<file path="src/sv/ckah_pkg.sv">
// Package for the color key alpha and hold block.
// Holds the pixel carrier type, register indexes and fixed-point constants.
// Depends on nothing.
`timescale 1ns / 1ps
`default_nettype none
package ckah_pkg;

  typedef struct packed {
    logic [15:0] r_raw;
    logic [15:0] g_raw;
    logic [15:0] b_raw;
    logic [15:0] a_raw;
    logic [15:0] r_sat;
    logic [15:0] g_sat;
    logic [15:0] b_sat;
  } pix_t;

  localparam logic [2:0] REG_MODE      = 3'd0;
  localparam logic [2:0] REG_DEPTH     = 3'd1;
  localparam logic [2:0] REG_KEY_RED   = 3'd2;
  localparam logic [2:0] REG_KEY_GREEN = 3'd3;
  localparam logic [2:0] REG_KEY_BLUE  = 3'd4;
  localparam logic [2:0] REG_SIMILAR   = 3'd5;
  localparam logic [2:0] REG_INV_BLEND = 3'd6;

  localparam logic [17:0] DIST_DEN   = 18'd195075;
  localparam logic [31:0] DIST_RECIP = 32'((64'd1 << 48) / 64'd195075);
  localparam logic [18:0] THIRD_MUL  = 19'd349526;

  localparam logic [24:0] RECIP_D8  = 25'((64'd1 << 32) / ((64'd1 << 8) - 64'd1));
  localparam logic [24:0] RECIP_D9  = 25'((64'd1 << 32) / ((64'd1 << 9) - 64'd1));
  localparam logic [24:0] RECIP_D10 = 25'((64'd1 << 32) / ((64'd1 << 10) - 64'd1));
  localparam logic [24:0] RECIP_D11 = 25'((64'd1 << 32) / ((64'd1 << 11) - 64'd1));
  localparam logic [24:0] RECIP_D12 = 25'((64'd1 << 32) / ((64'd1 << 12) - 64'd1));
  localparam logic [24:0] RECIP_D13 = 25'((64'd1 << 32) / ((64'd1 << 13) - 64'd1));
  localparam logic [24:0] RECIP_D14 = 25'((64'd1 << 32) / ((64'd1 << 14) - 64'd1));
  localparam logic [24:0] RECIP_D15 = 25'((64'd1 << 32) / ((64'd1 << 15) - 64'd1));
  localparam logic [24:0] RECIP_D16 = 25'((64'd1 << 32) / ((64'd1 << 16) - 64'd1));

  function automatic logic [24:0] max_recip(input logic [4:0] dep);
    logic [24:0] r;
    unique case (dep)
      5'd8:    r = RECIP_D8;
      5'd9:    r = RECIP_D9;
      5'd10:   r = RECIP_D10;
      5'd11:   r = RECIP_D11;
      5'd12:   r = RECIP_D12;
      5'd13:   r = RECIP_D13;
      5'd14:   r = RECIP_D14;
      5'd15:   r = RECIP_D15;
      default: r = RECIP_D16;
    endcase
    return r;
  endfunction

endpackage
`default_nettype wire

</file>
<file path="src/sv/ckah_isqrt.sv">
// Pipelined integer square root, one result bit per register stage.
// Carries the pixel word alongside; depends on ckah_pkg.
`timescale 1ns / 1ps
`default_nettype none
module ckah_isqrt (
  input  wire logic          clk_i,
  input  wire logic          rst_ni,
  input  wire logic          in_valid_i,
  output logic               in_ready_o,
  input  wire logic [32:0]   in_val_i,
  input  wire ckah_pkg::pix_t in_side_i,
  output logic               out_valid_o,
  input  wire logic          out_ready_i,
  output logic [16:0]        out_root_o,
  output ckah_pkg::pix_t     out_side_o
);
  import ckah_pkg::*;

  localparam int NSTEP = 17;

  logic [NSTEP-1:0] v_q;
  logic [NSTEP:0]   en;
  logic [33:0]      rem_q [NSTEP];
  logic [33:0]      res_q [NSTEP];
  pix_t             side_q [NSTEP];
  logic [33:0]      rem_in [NSTEP];
  logic [33:0]      res_in [NSTEP];

  always_comb begin
    en[NSTEP] = out_ready_i;
    for (int k = NSTEP - 1; k >= 0; k--) begin
      en[k] = !v_q[k] || en[k+1];
    end
  end

  always_comb begin
    rem_in[0] = {1'b0, in_val_i};
    res_in[0] = '0;
    for (int k = 1; k < NSTEP; k++) begin
      rem_in[k] = rem_q[k-1];
      res_in[k] = res_q[k-1];
    end
  end

  always_ff @(posedge clk_i or negedge rst_ni) begin
    if (!rst_ni) begin
      v_q <= '0;
    end else begin
      if (en[0]) begin
        v_q[0] <= in_valid_i;
      end
      for (int k = 1; k < NSTEP; k++) begin
        if (en[k]) begin
          v_q[k] <= v_q[k-1];
        end
      end
    end
  end

  for (genvar k = 0; k < NSTEP; k++) begin : g_step
    localparam logic [33:0] BIT = 34'd1 << (2 * (NSTEP - 1 - k));
    logic [33:0] trial;
    assign trial = res_in[k] + BIT;
    always_ff @(posedge clk_i) begin
      if (en[k]) begin
        if (rem_in[k] >= trial) begin
          rem_q[k] <= rem_in[k] - trial;
          res_q[k] <= (res_in[k] >> 1) + BIT;
        end else begin
          rem_q[k] <= rem_in[k];
          res_q[k] <= res_in[k] >> 1;
        end
        side_q[k] <= (k == 0) ? in_side_i : side_q[(k == 0) ? 0 : k - 1];
      end
    end
  end

  assign in_ready_o  = en[0];
  assign out_valid_o = v_q[NSTEP-1];
  assign out_root_o  = res_q[NSTEP-1][16:0];
  assign out_side_o  = side_q[NSTEP-1];

endmodule
`default_nettype wire

</file>
<file path="config.mk">
export PLATFORM = sky130hd
export DESIGN_NAME = ckah_isqrt
export DESIGN_NICKNAME = d
export VERILOG_FILES = /design/src/sv/ckah_pkg.sv /design/src/sv/ckah_isqrt.sv
export SDC_FILE = /design/constraint.sdc
export NUM_CORES = 2
export LEC_CHECK = 0
export BUFFER_PORTS_ARGS = -buffer_cell sky130_fd_sc_hd__buf_2
export CAP_MARGIN = 0
export CORE_UTILIZATION = 55
export DETAILED_ROUTE_END_ITERATION = 12
export PLACE_DENSITY = 0.86
export SLEW_MARGIN = 10
export SYNTH_ARGS = -nofsm -noshare
export SYNTH_HDL_FRONTEND = slang
export SYNTH_SLANG_ARGS = --single-unit
</file>
<file path="constraint.sdc">
create_clock -name clk_i -period 20.5 [get_ports clk_i]
set_input_delay 3.075 -clock clk_i [delete_from_list [all_inputs] [get_ports clk_i]]
set_output_delay 3.075 -clock clk_i [all_outputs]
set_load 0.01 [all_outputs]
</file>
==> flow_metrics.py <==
metrics = {
    "outcome": {
        "status": "complete, no violations",
    },
    "global_route": {
        "use_met1_pct": 25.2,
        "grt_pass1_wl_um": 261000,
        "met2_usage_pct": 36.3,
        "overflow": 0,
        "antenna_found_initial": 7,
        "grt_max_degree": 151,
        "gr-max-usage-layer": "met2",
        "grt_pass1_vias": 41700,
        "track_usage_pct": 20.9,
        "grtUsageMet3_pct": 3.31,
    },
    "timing": {
        "worst_pin_slew_ps": 1170,
        "max_freq_mhz": 99.7,
        "setup_viol": 0,
        "post-route-period-util_pct": 48.9,
        "worst_slew_margin_rel_pct": 21.7,
        "drv_slew": 0,
        "rsz0062_at_grt": "false",
        "fin_setup_tns_ps": 0,
        "finalCriticalPeriod_ps": 10030,
        "fin_skew_ps": 71.3,
        "hold_viol": 0,
    },
    "route": {
        "wl_per_cell_um": 24.2,
        "firstDrtPassIters": 6,
        "vias_per_cell": 5.67,
        "drt_iter0_markers": 4573,
        "drt_wl_total_um": 176000,
        "vias": 41200,
        "drc": 0,
        "antenna_left": 0,
    },
    "final_layout": {
        "final_util_pct": 61.8,
        "syn2layout_area_growth_pct": 11.8,
        "num-nets-final": 5221,
        "multiInputGateArea_um2": 10900,
        "drive_gt1_share_pct": 13.3,
        "regArea_um2": 78500,
        "final_cell_area_um2": 102000,
        "num-fill-cells": 10600,
    },
    "worst_setup_path": {
        "required_ps": 17430,
        "crit_buf_inv": 3,
        "crit_fanout": 70,
        "slowest_delay_ps": 790,
        "crit_family": "simple AND/OR/NAND/NOR gates",
        "cp.arrival_ps": 6960,
        "timing.rr.start": "v_q[16]",
        "crit_type": "in2out",
        "r2r-end": "side_q[0][263]",
        "worstPathCellList": "buf_2, and4b_1, nand4_1, buf_4, nor2_1, and3_1, nand4_1, or2_4, buf_2",
        "reg2reg_depth": 8,
        "endpoint_kind": "output pin",
        "crit_slowest_cell": "nor2_1",
        "r2r_slack_ps": 15460,
        "startpoint_type": "input pin",
    },
    "floorplan": {
        "start_util_pct": 55.3,
        "rows": 149,
        "die-area_um2": 167000,
        "die_x_um": 409,
        "core_area_um2": 165000,
        "die_h_um": 409,
        "ioPinCount": 280,
    },
    "power_and_ir_drop": {
        "irDropWorstVdd_mv": 0.103,
        "power.leakage_uw": 0.0377,
        "p_per_area_nw_per_um2": 134,
    },
    "clock_network": {
        "cts_hold_buf": 0,
        "cts_resized": 0,
        "cts_setup_buffers": 0,
        "worst_skew_pair.late_latency_ps": 850,
        "cts_tree": "yes",
        "ctsRootBufferMaster": "clkbuf_16",
        "cts-buffers-inserted": 228,
        "numClockSinks": 2618,
        "cts.path.max_buffers": 3,
        "path_clk_slew_ps": 60,
        "htree_levels": 4,
    },
    "hold_path": {
        "hold_path.startpoint": "side_q[0][920]",
        "whs_path_depth": 0,
        "worstHoldPathType": "reg2reg",
        "hold_path_end": "side_q[0][1032]",
    },
    "logic_synthesis": {
        "synthTopCellsByArea": "edfxtp_1 (86%), ha_1 (2.3%), xnor2_1 (1.3%)",
        "syn-cell-area_um2": 91100,
        "synth-seq-area-share_pct": 86.2,
        "synth-edff-count": 2601,
        "yosysUniqueCellTypes": 81,
        "synthTopCellsByCount": "edfxtp_1 (2601), inv_1 (205), ha_1 (166)",
        "synth_top_cell_by_area": "edfxtp_1",
        "async_flop_share_pct": 0.649,
        "syn-num-nets": 4831,
        "synthCells": 4516,
        "avgSynthCellArea_um2": 20.2,
        "ys_warn_count": 0,
        "synth_top_cell_area_share_pct": 85.7,
        "synthFlopType": "edfxtp_1",
        "synth_seq_cells": 2618,
        "synth_most_common_cell": "edfxtp_1",
    },
    "placement": {
        "placed_area_um2": 94600,
        "finalWeightedCongestion": 0.897,
        "dp.final_hpwl_um": 96100,
        "portBuffers": 279,
    },
    "flow_run": {
        "maxCapViolCount": 0,
    },
}
-- worst register-to-register path: cells and delay by family (launching register included) --
family | cells | cell delay (ps)
buf+inv | 3 | 2210
flops | 1 | 430
simple gates | 5 | 1930
-- area by class of cell --
| cell class | count | share of cell area, % |
|---|---|---|
| sequential | 2618 | 77.1 |
| multi-input combinational | 1540 | 10.7 |
| clock buffer | 284 | 5.89 |
| tap | 2189 | 2.69 |
| timing repair buffer | 311 | 1.63 |
| clock inverter | 127 | 1.25 |
| inverter | 207 | 0.792 |
| antenna | 2 | 0.00491 |
-- how the worst max path moves through the flow --
stage,cells past startpoint,startpoint,end,slack (ps)
2_1_floorplan,9,out_ready_i,in_ready_o,620
3_3_place_gp,9,out_ready_i,in_ready_o,10670
3_5_place_dp,9,out_ready_i,in_ready_o,10580
4_1_cts,9,out_ready_i,in_ready_o,10450
5_1_grt,9,out_ready_i,in_ready_o,10350
6_report,9,out_ready_i,in_ready_o,10470
-- metal layers --
layer  vias up  wire, um
met5         -        24
met2      2261     90100
met3       564     11000
li1      18100         -
met1     20300     65600
met4         4      9580
-- stage by stage --
stage / hold slack [ps] / power (uW) / std cells / setup slack [ps]
2_1_floorplan: 400 / 8800 / 4516 / 624
3_3_place_gp: 402 / 9140 / 6865 / 10670
3_5_place_dp: 405 / 9320 / 6865 / 10580
4_1_cts: 370 / 13700 / 7276 / 10450
5_1_grt: 380 / 14100 / 7277 / 10350
6_report: 376 / 13700 / 7278 / 10470
-- report_power, final --
group | switching, uW | total (uW) | internal [uW] | leakage [uW]
combinational | 1000 | 1640 | 632 | 0.00720
sequential | 578 | 7770 | 7190 | 0.0270
clock | 1920 | 4240 | 2330 | 0.00351
total | 3500 | 13700 | 10200 | 0.0377
-- cells by family (layout without fill, tap and decap cells) --
kind of cell / Yosys count / after routing / synth area share (%)
other: 0 / 2 / 0
AO/OA/AOI/OAI: 421 / 421 / 2.82
XOR/XNOR: 226 / 226 / 2.17
multiplexers: 31 / 31 / 0.376
flip-flops: 2618 / 2618 / 86.2
adder cells (fa/ha/maj): 166 / 166 / 2.28
AND/OR/NAND/NOR: 696 / 696 / 4.23
buffers and inverters: 358 / 929 / 1.95
-- state kept, by name, indices dropped and copies added, names as in the netlist --
name    count
rem_q     544
side_q   1904
res_q     153
v_q        17
-- cell usage in the layout, fill, tap and decap left out, types with 67 or more instances in the layout --
master     instances
buf_2            279
nand2_1          111
nor4_1            70
xnor2_1          131
edfxtp_1        2601
inv_1            199
clkbuf_16        232
o21ai_0          102
ha_1             166
xor2_1            95
nor2_1           146
a21oi_1          147
nor3_1            67
Note: power is estimated with default switching activity, not from simulation.
